[src/hdl/rpd_pkg.sv]
// shared constants and helpers for the run-length pixel decoder
package rpd_pkg;

  // width of the remaining-pixel and run counters
  localparam int PIX_BITS = 24;

  // command codes on the input channel
  localparam logic [1:0] CMD_BYTE    = 2'd0;
  localparam logic [1:0] CMD_TICK    = 2'd1;
  localparam logic [1:0] CMD_RESTART = 2'd2;

  // result status codes
  localparam logic [1:0] ST_OK       = 2'd0;
  localparam logic [1:0] ST_REJECT   = 2'd1;
  localparam logic [1:0] ST_OVERRUN  = 2'd2;
  localparam logic [1:0] ST_COMPLETE = 2'd3;

  // configuration register indexes
  localparam logic [1:0] REG_COLOR_MODE   = 2'd0;
  localparam logic [1:0] REG_IMAGE_WIDTH  = 2'd1;
  localparam logic [1:0] REG_IMAGE_HEIGHT = 2'd2;

  // color modes
  localparam logic [1:0] MODE_IDX8  = 2'd0;
  localparam logic [1:0] MODE_RGB16 = 2'd1;
  localparam logic [1:0] MODE_RGB24 = 2'd2;
  localparam logic [1:0] MODE_RGB32 = 2'd3;

  // record field phases
  localparam logic PHASE_COUNT = 1'b0;
  localparam logic PHASE_COLOR = 1'b1;

  // decoded pixel channels
  typedef struct packed {
    logic [7:0] blue;
    logic [7:0] green;
    logic [7:0] red;
    logic [7:0] alpha;
  } pixel_t;

  // bytes per count or color field for a mode
  function automatic logic [2:0] field_len(input logic [1:0] mode);
    case (mode)
      MODE_IDX8:  field_len = 3'd1;
      MODE_RGB16: field_len = 3'd2;
      default:    field_len = 3'd4;
    endcase
  endfunction

  // expand the packed color word to 8-bit channels
  function automatic pixel_t expand_color(input logic [1:0] mode, input logic [31:0] color);
    pixel_t px;
    case (mode)
      MODE_IDX8: begin
        px = '{blue: color[7:0], green: 8'h00, red: 8'h00, alpha: 8'h00};
      end
      MODE_RGB16: begin
        px.blue  = {color[4:0], 3'b000};
        px.green = {color[9:8], color[7:5], 3'b000};
        px.red   = {color[14:10], 3'b000};
        px.alpha = {8{color[15]}};
      end
      MODE_RGB24: begin
        px = '{blue: color[7:0], green: color[15:8], red: color[23:16], alpha: 8'hFF};
      end
      default: begin
        px = '{blue: color[7:0], green: color[15:8], red: color[23:16],
               alpha: color[31:24]};
      end
    endcase
    return px;
  endfunction

endpackage

[src/hdl/rle_pixel_run_decoder.sv]
// run-length pixel decoder: byte stream in, one status or pixel result per item
//
// in_cmd/in_data_byte arrive on a valid/ready channel. Stream bytes build a
// little-endian count field and then a color field, 1, 2 or 4 bytes each
// depending on color_mode. Tick items emit the pending run one pixel per tick;
// restart loads width*height as the number of pixels still owed.
// Every accepted item gives exactly one result on the out_ channel.
// The result of an item accepted at a clock edge is registered and valid
// right after that edge. Throughput is one item per cycle; the single output
// register sets it, and a new item is taken whenever that register is empty
// or is being drained in the same cycle.
// When the receiver stalls, the result holds in the output register and
// in_ready drops until it is taken.
// Configuration writes on the cfg_ channel are always ready and take effect at
// once; they are meant for idle periods.
// Reset (synchronous, active low) returns the decoder to the count field,
// clears all counters and the error flag, zeroes the registers, and leaves
// no result pending; the image then reads as complete.
module rle_pixel_run_decoder (
  input  logic       clk,
  input  logic       rst_n,
  // input channel
  input  logic       in_valid,
  output logic       in_ready,
  input  logic [1:0] in_cmd,
  input  logic [7:0] in_data_byte,
  // result channel
  output logic       out_valid,
  input  logic       out_ready,
  output logic       out_pixel_valid,
  output logic [7:0] out_blue,
  output logic [7:0] out_green,
  output logic [7:0] out_red,
  output logic [7:0] out_alpha,
  output logic       out_last_pixel,
  output logic [1:0] out_status,
  // configuration channel
  input  logic       cfg_valid,
  output logic       cfg_ready,
  input  logic [1:0] cfg_index,
  input  logic [11:0] cfg_data
);
  import rpd_pkg::*;

  localparam int CMP_BITS = (PIX_BITS > 24) ? PIX_BITS : 24;
  localparam logic [PIX_BITS-1:0] PIX_MAX = {PIX_BITS{1'b1}};

  // configuration registers
  logic [1:0]  color_mode_r;
  logic [11:0] image_width_r;
  logic [11:0] image_height_r;

  // decoder state
  logic                field_phase_r, field_phase_nxt;
  logic [1:0]          byte_index_r, byte_index_nxt;
  logic [31:0]         count_accum_r, count_accum_nxt;
  logic [31:0]         color_accum_r, color_accum_nxt;
  logic [PIX_BITS-1:0] run_left_r, run_left_nxt;
  logic [PIX_BITS-1:0] pixels_left_r, pixels_left_nxt;
  logic                error_flag_r, error_flag_nxt;

  // output register
  logic       out_valid_r;
  logic       out_pixel_valid_r, out_pixel_valid_nxt;
  pixel_t     out_pixel_r, out_pixel_nxt;
  logic       out_last_pixel_r, out_last_pixel_nxt;
  logic [1:0] out_status_r, out_status_nxt;

  logic        in_xfer;
  logic [2:0]  flen;
  logic        field_done;
  logic [4:0]  shamt;
  logic [31:0] byte_word;
  logic [31:0] count_merged;
  logic [31:0] color_merged;
  logic [23:0] area;
  logic [CMP_BITS-1:0] area_ext;
  logic [PIX_BITS-1:0] area_sat;

  assign in_ready  = !out_valid_r || out_ready;
  assign in_xfer   = in_valid && in_ready;
  assign cfg_ready = 1'b1;

  // field bookkeeping shared by count and color bytes
  assign flen         = field_len(color_mode_r);
  assign field_done   = ({1'b0, byte_index_r} + 3'd1) >= flen;
  assign shamt        = {byte_index_r, 3'b000};
  assign byte_word    = 32'(in_data_byte) << shamt;
  assign count_merged = ((byte_index_r == 2'd0) ? 32'd0 : count_accum_r) | byte_word;
  assign color_merged = ((byte_index_r == 2'd0) ? 32'd0 : color_accum_r) | byte_word;

  // pixel total for restart, saturated to the counter width
  assign area     = 24'(image_width_r) * 24'(image_height_r);
  assign area_ext = CMP_BITS'(area);
  assign area_sat = (area_ext > CMP_BITS'(PIX_MAX)) ? PIX_MAX : PIX_BITS'(area);

  // next state and result for the item on the input port
  always_comb begin
    field_phase_nxt     = field_phase_r;
    byte_index_nxt      = byte_index_r;
    count_accum_nxt     = count_accum_r;
    color_accum_nxt     = color_accum_r;
    run_left_nxt        = run_left_r;
    pixels_left_nxt     = pixels_left_r;
    error_flag_nxt      = error_flag_r;
    out_pixel_valid_nxt = 1'b0;
    out_pixel_nxt       = '0;
    out_last_pixel_nxt  = 1'b0;
    out_status_nxt      = ST_OK;
    case (in_cmd)
      CMD_RESTART: begin
        pixels_left_nxt = area_sat;
        field_phase_nxt = PHASE_COUNT;
        byte_index_nxt  = 2'd0;
        count_accum_nxt = 32'd0;
        color_accum_nxt = 32'd0;
        run_left_nxt    = '0;
        error_flag_nxt  = 1'b0;
      end
      CMD_BYTE: begin
        if (error_flag_r) begin
          out_status_nxt = ST_OVERRUN;
        end else if (run_left_r != '0) begin
          out_status_nxt = ST_REJECT;
        end else if (pixels_left_r == '0) begin
          out_status_nxt = ST_COMPLETE;
        end else if (field_phase_r == PHASE_COUNT) begin
          count_accum_nxt = count_merged;
          if (field_done) begin
            field_phase_nxt = PHASE_COLOR;
            byte_index_nxt  = 2'd0;
          end else begin
            byte_index_nxt = byte_index_r + 2'd1;
          end
        end else begin
          color_accum_nxt = color_merged;
          if (field_done) begin
            field_phase_nxt = PHASE_COUNT;
            byte_index_nxt  = 2'd0;
            // run must fit in the pixels still owed
            if (count_accum_r > 32'(pixels_left_r)) begin
              error_flag_nxt = 1'b1;
              out_status_nxt = ST_OVERRUN;
            end else begin
              run_left_nxt = PIX_BITS'(count_accum_r);
            end
          end else begin
            byte_index_nxt = byte_index_r + 2'd1;
          end
        end
      end
      CMD_TICK: begin
        if (error_flag_r) begin
          out_status_nxt = ST_OVERRUN;
        end else if (run_left_r == '0) begin
          out_status_nxt = (pixels_left_r == '0) ? ST_COMPLETE : ST_REJECT;
        end else begin
          run_left_nxt        = run_left_r - PIX_BITS'(1);
          pixels_left_nxt     = pixels_left_r - PIX_BITS'(1);
          out_pixel_valid_nxt = 1'b1;
          out_pixel_nxt       = expand_color(color_mode_r, color_accum_r);
          out_last_pixel_nxt  = (pixels_left_r == PIX_BITS'(1));
        end
      end
      default: begin
        out_status_nxt = ST_REJECT;
      end
    endcase
  end

  // configuration writes
  always_ff @(posedge clk) begin
    if (!rst_n) begin
      color_mode_r   <= MODE_IDX8;
      image_width_r  <= '0;
      image_height_r <= '0;
    end else if (cfg_valid && cfg_ready) begin
      case (cfg_index)
        REG_COLOR_MODE:   color_mode_r   <= cfg_data[1:0];
        REG_IMAGE_WIDTH:  image_width_r  <= cfg_data;
        REG_IMAGE_HEIGHT: image_height_r <= cfg_data;
        default: ;
      endcase
    end
  end

  // decoder state update on each input transfer
  always_ff @(posedge clk) begin
    if (!rst_n) begin
      field_phase_r <= PHASE_COUNT;
      byte_index_r  <= 2'd0;
      count_accum_r <= 32'd0;
      color_accum_r <= 32'd0;
      run_left_r    <= '0;
      pixels_left_r <= '0;
      error_flag_r  <= 1'b0;
    end else if (in_xfer) begin
      field_phase_r <= field_phase_nxt;
      byte_index_r  <= byte_index_nxt;
      count_accum_r <= count_accum_nxt;
      color_accum_r <= color_accum_nxt;
      run_left_r    <= run_left_nxt;
      pixels_left_r <= pixels_left_nxt;
      error_flag_r  <= error_flag_nxt;
    end
  end

  // output register valid
  always_ff @(posedge clk) begin
    if (!rst_n) begin
      out_valid_r <= 1'b0;
    end else if (in_xfer) begin
      out_valid_r <= 1'b1;
    end else if (out_ready) begin
      out_valid_r <= 1'b0;
    end
  end

  // output register payload
  always_ff @(posedge clk) begin
    if (in_xfer) begin
      out_pixel_valid_r <= out_pixel_valid_nxt;
      out_pixel_r       <= out_pixel_nxt;
      out_last_pixel_r  <= out_last_pixel_nxt;
      out_status_r      <= out_status_nxt;
    end
  end

  assign out_valid       = out_valid_r;
  assign out_pixel_valid = out_pixel_valid_r;
  assign out_blue        = out_pixel_r.blue;
  assign out_green       = out_pixel_r.green;
  assign out_red         = out_pixel_r.red;
  assign out_alpha       = out_pixel_r.alpha;
  assign out_last_pixel  = out_last_pixel_r;
  assign out_status      = out_status_r;

  // a pending run never exceeds the pixels still owed
  a_run_within_image: assert property (@(posedge clk) disable iff (!rst_n)
    run_left_r <= pixels_left_r)
    else $error("run_left exceeds pixels_left");

  // an overrun leaves no run pending
  a_error_no_run: assert property (@(posedge clk) disable iff (!rst_n)
    error_flag_r |-> run_left_r == '0)
    else $error("run pending with error latched");

  // a pixel result always carries ok status
  a_pixel_status_ok: assert property (@(posedge clk) disable iff (!rst_n)
    out_valid_r && out_pixel_valid_r |-> out_status_r == ST_OK)
    else $error("pixel result with non-ok status");

  // last pixel flag only on a pixel result
  a_last_is_pixel: assert property (@(posedge clk) disable iff (!rst_n)
    out_valid_r && out_last_pixel_r |-> out_pixel_valid_r)
    else $error("last_pixel without pixel");

  // every input transfer leaves a result in the output register
  a_xfer_gives_result: assert property (@(posedge clk) disable iff (!rst_n)
    in_xfer |=> out_valid_r)
    else $error("input transfer without result");

endmodule

[config.mk]
export PLATFORM = sky130hd
export DESIGN_NAME = rle_pixel_run_decoder
export DESIGN_NICKNAME = d
export VERILOG_FILES = /design/src/hdl/rpd_pkg.sv /design/src/hdl/rle_pixel_run_decoder.sv
export SDC_FILE = /design/constraint.sdc
export NUM_CORES = 1
export LEC_CHECK = 0
export BUFFER_PORTS_ARGS = -buffer_cell sky130_fd_sc_hd__buf_2
export CAP_MARGIN = 15
export CORE_UTILIZATION = 28
export CTS_CLUSTER_DIAMETER = 50
export DETAILED_ROUTE_END_ITERATION = 12
export PLACE_DENSITY = 0.53
export SLEW_MARGIN = 30
export SYNTH_ARGS = -nofsm -noshare
export SYNTH_HDL_FRONTEND = slang
export SYNTH_SLANG_ARGS = --single-unit
[constraint.sdc]
create_clock -name clk -period 5.2 [get_ports clk]
set_input_delay 1.04 -clock clk [delete_from_list [all_inputs] [get_ports clk]]
set_output_delay 1.04 -clock clk [all_outputs]
set_load 0.02 [all_outputs]
Word level (Yosys, flattened, before mapping)

Cells that the tools add are included.
W data, S select, Z words.

Output and inout port bits: 39
Bits of input ports: 29
Register bits: 179
Logic and storage cells: 130

Add/subtract/negate cells: 4
Equality and inequality tests: 16
Multiply operators: 1
Bitwise logic cells: 3
Shift-type cells: 1
Order comparisons: 3
Muxes and demuxes: 59
Reduce and logical (&&, ||, !) cells: 25

Operators by type and width:

| cell                    | count |
|---|---|
| $mux W32                | 10 |
| $mux W24                | 11 |
| $pmux W32 S2            | 2 |
| $pmux W32 S3            | 1 |
| $pmux W24 S3            | 1 |
| $or A32 B32 Y32         | 2 |
| $logic_not A24 Y1       | 2 |
| $pmux W24 S2            | 1 |
| $sub A24 B1 Y24 const B | 2 |
| $gt A32 B24 Y1          | 1 |
| $shl A8 B5 Y32          | 1 |
| $mux W2                 | 13 |
| $eq A24 B1 Y1 const B   | 1 |
| $gt A24 B24 Y1 const B  | 1 |
| $mul A12 B12 Y24        | 1 |
| $reduce_bool A24 Y1     | 1 |
| $ne A2 B2 Y1 const B    | 9 |
| $mux W1                 | 15 |
| $reduce_and A6 Y1       | 2 |
| $reduce_and A10 Y1      | 1 |
| $logic_not A2 Y1        | 4 |
| $reduce_and A2 Y1       | 4 |
| $eq A2 B1 Y1 const B    | 3 |
| $eq A2 B2 Y1 const B    | 3 |
| other kinds (17)        | 20 |

Depth between registers and ports, before layout

Gate-level depths: netlist (run 1).

Word-level depth: 9
Depth in mapped cells: 21

Least setup slack after synthesis (run 1)

OpenSTA, ideal clock, no wires.

Path kind: flip-flop to flip-flop
From: register image_width_r[0]
To: register pixels_left_r[21]
Period minus slack after synthesis: 5494 ps
Path buffers: 1
Arrival: 5380 ps
Setup slack: -294 ps
Stages on the path, launching flop included: 20
Path through: dfxtp_1 clkbuf_1 nand2_1 fa_1 fa_1 inv_1 fa_1 fa_1 inv_1 fa_1 inv_1 ha_1 and4_1 or3b_2 a31oi_1 o21ai_0 a21oi_1 mux2i_1 o21ai_0 o21a_1

Longest elaborated chain between the ends: 4

Ends and longest elaborated chain:

| element                  | RTL line                     | source |
|---|---|---|
| start: declaration       | rle_pixel_run_decoder.sv:50  | `logic [11:0] image_width_r;` |
| start signal: assignment | rle_pixel_run_decoder.sv:180 | `REG_IMAGE_WIDTH: image_width_r <= cfg_data;` |
| $mul A12 B12 Y24 (*)     | rle_pixel_run_decoder.sv:93  | `assign area = 24'(image_width_r) * 24'(image_height_r);` |
| $gt A24 B24 Y1           | rle_pixel_run_decoder.sv:95  | `assign area_sat = (area_ext > CMP_BITS'(PIX_MAX)) ? PIX_MAX : PIX_BITS'(area);` |
| $mux W24 (*)             | rle_pixel_run_decoder.sv:95  |  |
| $pmux W24 S2 (*)         | rle_pixel_run_decoder.sv:110 | `case (in_cmd)` |
| end signal: assignment   | rle_pixel_run_decoder.sv:203 | `pixels_left_r <= pixels_left_nxt;` |
| end: declaration         | rle_pixel_run_decoder.sv:59  | `logic [PIX_BITS-1:0] pixels_left_r, pixels_left_nxt;` |

Every way passes the cells marked *; elsewhere a longest branch is shown, timed or not.
A chain may end at the register's enable or synchronous reset.

Worst setup path after layout (run 1)

From: register image_height_r[5]
To: register pixels_left_r[21]

Longest elaborated chain between the ends: 4

Ends and longest elaborated chain:

| element                  | RTL line                     | source |
|---|---|---|
| start: declaration       | rle_pixel_run_decoder.sv:51  | `logic [11:0] image_height_r;` |
| start signal: assignment | rle_pixel_run_decoder.sv:181 | `REG_IMAGE_HEIGHT: image_height_r <= cfg_data;` |
| $mul A12 B12 Y24 (*)     | rle_pixel_run_decoder.sv:93  |  |
| $gt A24 B24 Y1           | rle_pixel_run_decoder.sv:95  |  |
| $mux W24 (*)             | rle_pixel_run_decoder.sv:95  |  |
| $pmux W24 S2 (*)         | rle_pixel_run_decoder.sv:110 |  |

Marks and branches as above.

==> reports/metrics.csv, run 1 <==
stage,metric,value,unit
setup_path,r2r-end,pixels_left_r[21],
route,drt-met1-wl,16200,µm
global_routing,track_usage,15.2,%
timing,hold_violations,0,
route,highest_layer,met4,
global_routing,antenna_found_initial,1,
timing,setup-violations-final,0,
floorplanning,die_w,219,µm
route,wl_per_cell,16.1,µm
floorplanning,rows,79,
global_routing,grt_pass1_wl,57800,µm
synth,synth_top_area_share,21.7,%
setup_path,path_delay_family,adder cells,
setup_path,cpMaxStageDelayCell,fa_1,
synth,ys_warn_count,0,
timing,fin_crit_sh,99.8,%
setup_path,slowest_delay,0.56,ns
route,vias,11023,
setup_path,critPathArrivalTime,5.55,ns
floorplanning,coreArea,46600,µm²
setup_path,rrSetupSlack,0.01,ns
clock_network,tritoncts,done,
min_path,min_to,color_accum_r[16],
synth,synthesis.area,13200,µm²
finish,area_growth,17.9,%
synth,avgSynthCellArea,8.85,µm²
setup_path,crit_required,5.56,ns
power,power,3.61,mW
timing,post-route-min-period,5.19,ns
global_routing,overflow,0,
route,first_pass_iters,6,
route,via_per_inst,5.00,
finish,fill_cells,4766,
timing,whs,0.462,ns
timing,fmax,193,MHz
placed_design,place_ws,-0.247,ns
min_path,hold_path_depth,1,
route,drc_errors,0,
global_routing,grt_start_max_net_pins,49,
flow_run,max-cap-violations,0,
setup_path,cp_common_cell,fa_1,
clock_network,cts.sinks,179,
synth,synth_edf_count,36,
setup_path,crit_chain,nand2_1 > fa_1 > fa_1 > fa_1 > inv_1 > fa_1 > inv_1 > fa_1 > inv_1 > ha_4 > and4_1 > or3b_4 > a31oi_4 > o21ai_4 > a21oi_2 > mux2i_1 > o21ai_1 > o21a_1,
power,peakVddDrop,0.000262,V
finish,nets,1808,
placed_design,dpl.hpwl,26800,µm
clock_network,cts_max_level,4,
synth,seq_area_frac_synth,29.8,%
synth,synth.top_cells.by_count,"nand2_1 (182), inv_1 (170), dfxtp_1 (143)",
clock_network,cts_buffers,17,
timing,worst_slew_pin_slew,0.906,ns
route,dr_wl_met2,17600,µm
timing,finClkSkew,0.0139,ns
finish,drive_gt1_share,16.8,%
clock_network,ctsLongestPathBuffers,2,
setup_path,critPathLaunchType,flip-flop,
setup_path,critPathBufInv,3,
synth,syn_inst,1494,
setup_path,worstReg2RegStart,image_height_r[5],
setup_path,critical_path.max_fanout,5,
synth,synth_area_leaders,"dfxtp_1 (22%), fa_1 (15%), ha_1 (8.9%)",
setup_path,crit_path_end_kind,flip-flop,
outcome,status,finished clean,
floorplanning,start_util,28.4,%
synth,yosys.area.top_type,dfxtp_1,
synth,synth_seq_cells,179,
clock_network,holdBufCountCts,0,
clock_network,clk_latency,0.46,ns
synth,synth-main-ff-cell,dfxtp_1,
synth,synth.most_common_cell,nand2_1,
setup_path,crit_type,flip-flop to flip-flop,
timing,setup_ws,0.0108,ns
timing,relSlewSlack,39.4,%
clock_network,path_clk_slew,0.08,ns
floorplanning,dieArea,48100,µm²
global_routing,grt_pass1_vias,10738,
route,drtIter0Drc,753,
min_path,hp-start,color_accum_r[16],
route,wl_met3,1220,µm
placed_design,post_dp_cell_area,14600,µm²
placed_design,io_buffers,66,
floorplanning,die_y,219,µm
power,power_leakage,6.78,nW
route,antenna_left,0,
synth,syn-num-nets,1717,
synth,async_reset_ff_share,0,%
clock_network,cts_root_buf,clkbuf_16,
placed_design,place.gp.congestion,0.828,
finish,regArea,3990,µm²
synth,synth_cell_types,78,
timing,rsz0062_at_grt,true,
setup_path,crit_cells,18,
setup_path,reg2reg_depth,18,
power,power_density,232,nW/µm²
min_path,hp-class,flip-flop to flip-flop,
route,wirelength,35600,µm
floorplanning,io_pins,68,
finish,fin_area,15600,µm²
timing,slew_viol_final,0,
finish,multiInputGateArea,8520,µm²
## cells by family (layout without fill, tap and decap cells)
kind of cell | Yosys count | in the layout | synth area share [%]
AO/OA/AOI/OAI | 349 | 349 | 17.8
XOR/XNOR | 20 | 20 | 1.33
adder cells (fa/ha/maj) | 194 | 194 | 24.0
buffers and inverters | 250 | 354 | 7.54
flip-flops | 179 | 179 | 29.8
multiplexers | 21 | 21 | 1.59
other | 1 | 2 | 0.0284
AND/OR/NAND/NOR | 480 | 480 | 17.8
## routing by layer
| metal | up-vias | global-route usage [%] |
|---|---|---|
| met5 | - | 0 |
| met4 | 0 | 4.51 |
| li1 | 5344 | - |
| met1 | 5417 | 20.0 |
| met2 | 221 | 25.6 |
| met3 | 41 | 1.90 |
## placed cells by master (no fill, tap or decap), types with 9 or more instances in the layout
cell	instances
o31ai_1	18
a22oi_1	12
nand2b_1	9
edfxtp_1	36
o21ai_0	58
inv_1	166
dfxtp_1	124
ha_1	84
o21a_1	9
nand2_1	180
o211ai_1	14
a21oi_1	87
o2bb2ai_1	56
a21o_1	14
nand3_1	25
a32o_1	9
fa_1	94
nor4_1	12
nor3_1	25
buf_6	13
dfxtp_2	10
and2_1	52
clkbuf_16	17
nand4_1	9
mux2i_1	21
nor2b_1	12
nor2_1	90
xor2_1	12
buf_4	70
a31oi_1	17
dfxtp_4	9
and3_1	12
buf_2	66
## state kept, by name, indices dropped and copies added (netlist names), 2 cells and up
| signal | count |
|---|---|
| image_height_r | 12 |
| count_accum_r | 32 |
| out_alpha | 8 |
| out_green | 8 |
| run_left_r | 24 |
| out_blue | 8 |
| color_mode_r | 2 |
| color_accum_r | 32 |
| out_status | 2 |
| pixels_left_r | 24 |
| byte_index_r | 2 |
| out_red | 8 |
| image_width_r | 12 |
## per-stage QoR
step	TNS [ns]	std cells	utilization (%)
final	0	2206	33.5
after global routing	-0.520	2205	33.5
after global placement	-0.419	2166	31.3
after CTS	0	2200	32.9
after floorplan	0	1494	-
after detailed placement	-0.693	2166	31.3
## worst max-delay path by stage
stage                                    to  slack (ns)                from
after CTS                 pixels_left_r[21]       0.002    image_width_r[8]
final                     pixels_left_r[21]        0.01   image_height_r[5]
after global routing      pixels_left_r[21]       -0.17   image_height_r[5]
after detailed placement  pixels_left_r[23]       -0.25   image_height_r[4]
after global placement    pixels_left_r[21]       -0.15   image_height_r[4]
after floorplan           pixels_left_r[20]        0.01  image_height_r[11]
## cell type report
class / instances / area share [%]
clock buffers: 17 / 2.73
flip-flops and latches: 179 / 25.6
multi-input cells: 1065 / 54.7
diodes: 1 / 0.0161
repair buffers: 150 / 6.56
well taps: 607 / 4.87
inverters: 172 / 4.14
clock inverters: 15 / 1.38
## timing repair
item,4_1_cts,5_1_grt
gates resized for setup,33,55
setup endpoints to repair,7,9
buffers inserted,2,5
endpoints found under the hold margin,0,0
pin swaps,19,39
## power breakdown
part	switching (mW)	internal, mW	total, mW
sequential	0.0471	1.46	1.51
combinational	0.462	0.247	0.709
clock	0.720	0.674	1.39
## worst reg2reg max path, cell delays in order, from the launching register on
cell	delay [ns]
dfxtp_4	0.38
nand2_1	0.08
fa_1	0.56
fa_1	0.45
fa_1	0.49
inv_1	0.05
fa_1	0.53
inv_1	0.06
fa_1	0.52
inv_1	0.06
ha_4	0.27
and4_1	0.23
or3b_4	0.41
a31oi_4	0.22
o21ai_4	0.11
a21oi_2	0.19
mux2i_1	0.20
o21ai_1	0.09
o21a_1	0.18
(Power assumes the default switching activity.)
==> run 2: changes to the inputs <==
Settings changed: CORE_UTILIZATION 28 to 30, PLACE_DENSITY 0.53 to 0.55.
==> run 2 against run 1 <==
Clock skew grew 0.00051 ns; critical path depth grew 1; total power shrank 1.7%; critical path type unchanged; non-clock buffer count grew 8; routed wire length shrank 1.3%; first-iteration DRC count shrank 13%; clock-buffer cell count grew 1; combinational power grew 1%; worst hold slack is essentially flat; via count is essentially flat; worst setup slack gained 0.096 ns.
==> reports/metrics.csv, run 2 (synthesis gave the netlist of run 1 again) <==
stage,metric,value,unit
setup_path,crit_required,5.55,ns
flow_run,max-cap-violations,0,
finish,reg.largest.list,"color_accum_r x32, count_accum_r x32",
route,wirelength,35100,µm
timing,relSlewSlack,40.7,%
timing,fmax,196,MHz
global_routing,grt_start_max_net_pins,49,
timing,post-route-min-period,5.09,ns
setup_path,crit_chain,and2_4 > fa_1 > inv_1 > fa_1 > inv_1 > fa_1 > fa_1 > inv_1 > fa_1 > inv_2 > ha_4 > and4_4 > or3b_4 > a31oi_4 > o21ai_4 > a21oi_2 > mux2i_1 > o21ai_1 > o21a_1,
setup_path,critPathLaunchType,flip-flop,
floorplanning,io_pins,68,
clock_network,cts_buffers,17,
finish,regArea,3990,µm²
route,antenna_left,0,
timing,finClkSkew,0.0144,ns
floorplanning,coreArea,43300,µm²
route,wl_per_cell,16.0,µm
timing,slew_viol_final,0,
power,peakVddDrop,0.000185,V
placed_design,dp_cells,2143,
route,via_per_inst,5.03,
power,power,3.55,mW
route,drc_errors,0,
floorplanning,rows,76,
placed_design,io_buffers,66,
finish,area_growth,18.0,%
route,first_pass_iters,5,
power,power_density,227,nW/µm²
setup_path,path_delay_family,adder cells,
setup_path,critPathArrivalTime,5.44,ns
finish,drive_gt1_share,18.1,%
timing,setup-violations-final,0,
setup_path,rrSetupSlack,0.11,ns
timing,hold_violations,0,
clock_network,clk_latency,0.46,ns
setup_path,slowest_delay,0.49,ns
timing,worst_slew_pin_slew,0.888,ns
finish,stdcell_count,2192,
setup_path,cp_common_cell,fa_1,
floorplanning,start_util,30.5,%
global_routing,track_usage,16.0,%
min_path,hp-class,flip-flop to flip-flop,
floorplanning,die_w,212,µm
floorplanning,dieArea,44900,µm²
finish,nets,1816,
clock_network,tritoncts,done,
outcome,status,finished clean,
route,vias,11024,
timing,rsz0062_at_grt,true,
clock_network,cts_root_buf,clkbuf_16,
global_routing,grt_pass1_vias,10757,
clock_network,cts_max_level,4,
finish,layout_commonest_cell,nand2_1,
setup_path,worstReg2RegStart,image_width_r[4],
setup_path,crit_type,flip-flop to flip-flop,
placed_design,place.gp.congestion,0.855,
setup_path,critPathLaunch,image_width_r[4],
timing,fin_crit_sh,98.0,%
power,power_leakage,6.80,nW
finish,multiInputGateArea,8550,µm²
setup_path,critPathBufInv,4,
clock_network,path_clk_slew,0.08,ns
global_routing,grt_pass1_wl,57100,µm
setup_path,critical_path.max_fanout,5,
global_routing,antenna_found_initial,1,
floorplanning,die_y,212,µm
min_path,hp-start,color_accum_r[16],
setup_path,crit_path_end_kind,flip-flop,
finish,fill_cells,4398,
setup_path,cpMaxStageDelayCell,fa_1,
finish,final_cell_mix,"nand2_1 (174), inv_1 (160), dfxtp_1 (126), fa_1 (93), nor2_1 (90)",
global_routing,overflow,0,
clock_network,cts.sinks,179,
clock_network,ctsLongestPathBuffers,2,
route,drtIter0Drc,658,
placed_design,dpl.hpwl,26200,µm
==> run 2: cell types whose count changed in the layout (fill, tap and decap cells not counted), sizes merged <==
cell | before | now
buf | 150 | 158
clkbuf | 17 | 18
clkinvlp | 0 | 1
inv | 178 | 176
==> run 2: final timing paths <==
check                            to  cells after the start
setup / recovery  pixels_left_r[21]                     19
hold / removal    color_accum_r[16]                      1
setup reg to reg  pixels_left_r[21]                     19
hold reg to reg   color_accum_r[16]                      1
==> run 2: metal layers <==
metal  up-vias  global-route usage (%)  share of wire [%]
li1       5364                       -                  -
met1      5422                    21.3                 46
met2       203                    27.1                 50
met3        33                    2.30                3.2
met4         2                    4.22                1.3
met5         -                       0              0.028
==> run 2: stage by stage <==
stage	TNS (ns)	area (µm²)	hold slack, ns	util [%]	worst slack (ns)
after floorplan	0	13300	0.424	-	0.0100
after global routing	-0.396	15600	0.466	36.1	-0.0768
after global placement	-0.441	14500	0.445	33.6	-0.128
after CTS	-0.0129	15200	0.461	35.2	-0.0129
final	0	15600	0.462	36.1	0.107
after detailed placement	-0.598	14500	0.440	33.6	-0.161
==> run 2: power by group <==
part | internal [mW] | switching (mW) | leakage [nW]
logic | 0.252 | 0.466 | 4.98
clock network | 0.658 | 0.666 | 0.291
registers | 1.46 | 0.0472 | 1.53
total | 2.37 | 1.18 | 6.80
==> run 2: final cells by class <==
cell class              count  share of cell area, %
multi-input cells        1065                   54.8
well taps                 585                   4.69
flip-flops and latches    179                   25.6
clock inverters            14                   1.04
clock buffers              18                   2.81
inverters                 172                   4.14
repair buffers            158                   6.93
diodes                      1                 0.0160
==> run 2: worst register-to-register path, stage by stage, from the launching register on <==
cell and delay [ns]:
dfxtp_4 0.37, and2_4 0.16, fa_1 0.49, inv_1 0.05, fa_1 0.47, inv_1 0.05, fa_1 0.46, fa_1 0.49
inv_1 0.05, fa_1 0.48, inv_2 0.05, ha_4 0.25, and4_4 0.22, or3b_4 0.40, a31oi_4 0.25, o21ai_4 0.10
a21oi_2 0.19, mux2i_1 0.20, o21ai_1 0.08, o21a_1 0.17
==> run 2: what timing repair did <==
item / 4_1_cts / 5_1_grt
endpoints found under the setup margin: 7 / 10
buffers inserted: 2 / 14
pin swaps: 15 / 59
resized for setup: 26 / 81
hold buffers: 0 / 0
gates cloned: 0 / 0
==> run 3: changes to the inputs <==
Settings changed: BUFFER_PORTS_ARGS -buffer_cell sky130_fd_sc_hd__buf_2 to not set, DONT_BUFFER_PORTS set to 1, PLACE_DENSITY 0.55 to 0.54.
==> run 3 against run 2 <==
The run now ends with negative setup slack left; flip-flop and latch count unchanged; worst setup slack worse by 0.12 ns; routed wire length is 1.0% lower; clock power hardly changed; fmax down 2.4%; die area unchanged; critical path depth unchanged; via count down 2.1%; sequential share of layout area rose by 0.71 points; cell count shrank 3.2%; register-to-register slack worse by 0.12 ns; total power shrank 1.6%.
==> reports/metrics.csv, run 3 (synthesis gave the netlist of run 1 again) <==
stage,metric,value,unit
global_routing,grt_start_max_net_pins,54,
timing,post-route-min-period,5.22,ns
setup_path,critPathLaunchType,flip-flop,
min_path,hp-class,flip-flop to flip-flop,
global_routing,grt_pass1_wl,56300,µm
global_routing,antenna_found_initial,0,
setup_path,crit_required,5.54,ns
setup_path,reg2reg_depth,19,
timing,relSlewSlack,36.1,%
route,vias,10797,
timing,worst_slew_pin_slew,0.955,ns
power,power_density,230,nW/µm²
placed_design,io_buffers,0,
route,via_per_inst,5.09,
global_routing,grt_pass1_vias,10557,
timing,setup-violations-final,1,
placed_design,place_ws,-0.220,ns
floorplanning,start_util,30.5,%
timing,hold_violations,0,
route,first_pass_iters,5,
timing,setup_ws,-0.0174,ns
clock_network,cts_root_buf,clkbuf_16,
finish,drive_gt1_share,13.3,%
outcome,failed_checks,negative setup slack,
setup_path,critPathLaunch,image_height_r[8],
global_routing,overflow,0,
timing,slew_viol_final,0,
setup_path,critPathArrivalTime,5.56,ns
floorplanning,io_pins,68,
flow_run,max-cap-violations,0,
route,drtIter0Drc,588,
timing,finClkSkew,0.0140,ns
finish,fin_util,35.1,%
finish,layout_commonest_cell,nand2_1,
power,peakVddDrop,0.000164,V
route,drc_errors,0,
floorplanning,dieArea,44900,µm²
clock_network,clk_latency,0.45,ns
setup_path,crit_path_end_kind,flip-flop,
finish,regArea,4000,µm²
route,wl_per_cell,16.4,µm
min_path,hp-start,color_accum_r[18],
finish,multiInputGateArea,8510,µm²
power,power_leakage,6.51,nW
clock_network,path_clk_slew,0.07,ns
finish,area_growth,14.9,%
setup_path,crit_type,flip-flop to flip-flop,
finish,nets,1746,
setup_path,r2r-end,pixels_left_r[21],
clock_network,cts.sinks,179,
power,power,3.49,mW
clock_network,cts_buffers,17,
floorplanning,die_y,212,µm
floorplanning,die_w,212,µm
setup_path,rrSetupSlack,-0.02,ns
route,wirelength,34800,µm
placed_design,dpl.hpwl,25800,µm
route,antenna_left,0,
clock_network,tritoncts,done,
global_routing,track_usage,15.9,%
setup_path,critical_path.max_fanout,5,
floorplanning,rows,76,
min_path,hold_path_depth,1,
outcome,status,"complete, but fails checks",
setup_path,worstReg2RegStart,image_height_r[8],
timing,fin_crit_sh,100,%
floorplanning,coreArea,43300,µm²
finish,reg.largest.list,"color_accum_r x32, count_accum_r x32",
timing,rsz0062_at_grt,true,
timing,fmax,192,MHz
finish,final_cell_mix,"nand2_1 (182), inv_1 (165), dfxtp_1 (126), fa_1 (97), nor2_1 (89)",
clock_network,cts_max_level,4,
min_path,min_to,color_accum_r[18],
finish,fill_cells,4392,
placed_design,place.gp.congestion,0.850,
finish,diodes,0,
clock_network,ctsLongestPathBuffers,2,
run 3: cell count changes in the layout (fill, tap and decap cells not counted), moves of 2 or more:
cell	previous run	this run
buf_2	66	0
nand2_1	174	182
nand2_2	8	1
buf_6	16	10
inv_1	160	165
inv_2	10	5
fa_1	93	97
fa_2	7	3
ha_1	83	87
ha_4	9	6
clkinv_4	1	3
clkinv_8	5	3
run 3: worst max path at each step:
| stage | end | slack [ns] | cells after the start |
|---|---|---|---|
| 6_report | pixels_left_r[21] | -0.02 | 19 |
| 5_1_grt | pixels_left_r[21] | -0.17 | 19 |
| 4_1_cts | pixels_left_r[21] | -0.009 | 19 |
| 3_5_place_dp | pixels_left_r[21] | -0.22 | 19 |
| 3_3_place_gp | pixels_left_r[21] | -0.11 | 18 |
| 2_1_floorplan | pixels_left_r[20] | 0.01 | 18 |
run 3: routing by layer:
layer / routed length [µm] / vias to the layer above / track usage [%] / part of all wire, %
met2: 17300 / 205 / 27.5 / 50
met4: 698 / 0 / 4.60 / 2.0
met3: 1030 / 44 / 2.24 / 3.0
met1: 15800 / 5343 / 20.5 / 45
li1: - / 5205 / - / -
met5: 0 / - / 0 / 0
run 3: stage by stage:
stage               cell area [µm²]   TNS, ns  std cells  hold WS (ns)
floorplan                     13300         0       1494         0.424
CTS                           15000  -0.00922       2118         0.464
finish                        15200   -0.0174       2121         0.462
global route                  15200    -0.786       2121         0.478
global placement              14200    -0.474       2077         0.446
detailed placement            14200    -0.856       2077         0.442
run 3: where the power goes:
group / total [mW] / switching, mW / internal [mW]
logic: 0.646 / 0.416 / 0.230
clock network: 1.32 / 0.634 / 0.683
registers: 1.53 / 0.0687 / 1.46
total: 3.49 / 1.12 / 2.37
run 3: what timing repair did:
item                       CTS  global route
resized for setup           46            41
setup endpoints to repair    9            10
gates cloned                 0             0
hold buffers                 0             0
pin swaps                   31            42
setup buffers                9             3
run 3: cell type report:
type	count	area share, %
multi-input combinational	1065	56.0
sequential	179	26.3
inverter	172	4.25
clock buffer	18	2.83
tap	585	4.82
clock inverter	14	1.09
timing repair buffer	88	4.68
run 3: worst max-delay path, cell delays in order, from the launching register on:
cell and delay (ns):
dfxtp_4 0.36, and2_4 0.16, fa_1 0.56, inv_2 0.05, fa_1 0.52, inv_2 0.04, fa_1 0.48, fa_1 0.50
inv_1 0.05, fa_1 0.48, inv_2 0.05, ha_4 0.26, and4_4 0.23, or3b_4 0.40, a31oi_4 0.23, o21ai_4 0.10
a21oi_2 0.19, mux2i_1 0.21, o21ai_1 0.09, o21a_1 0.16
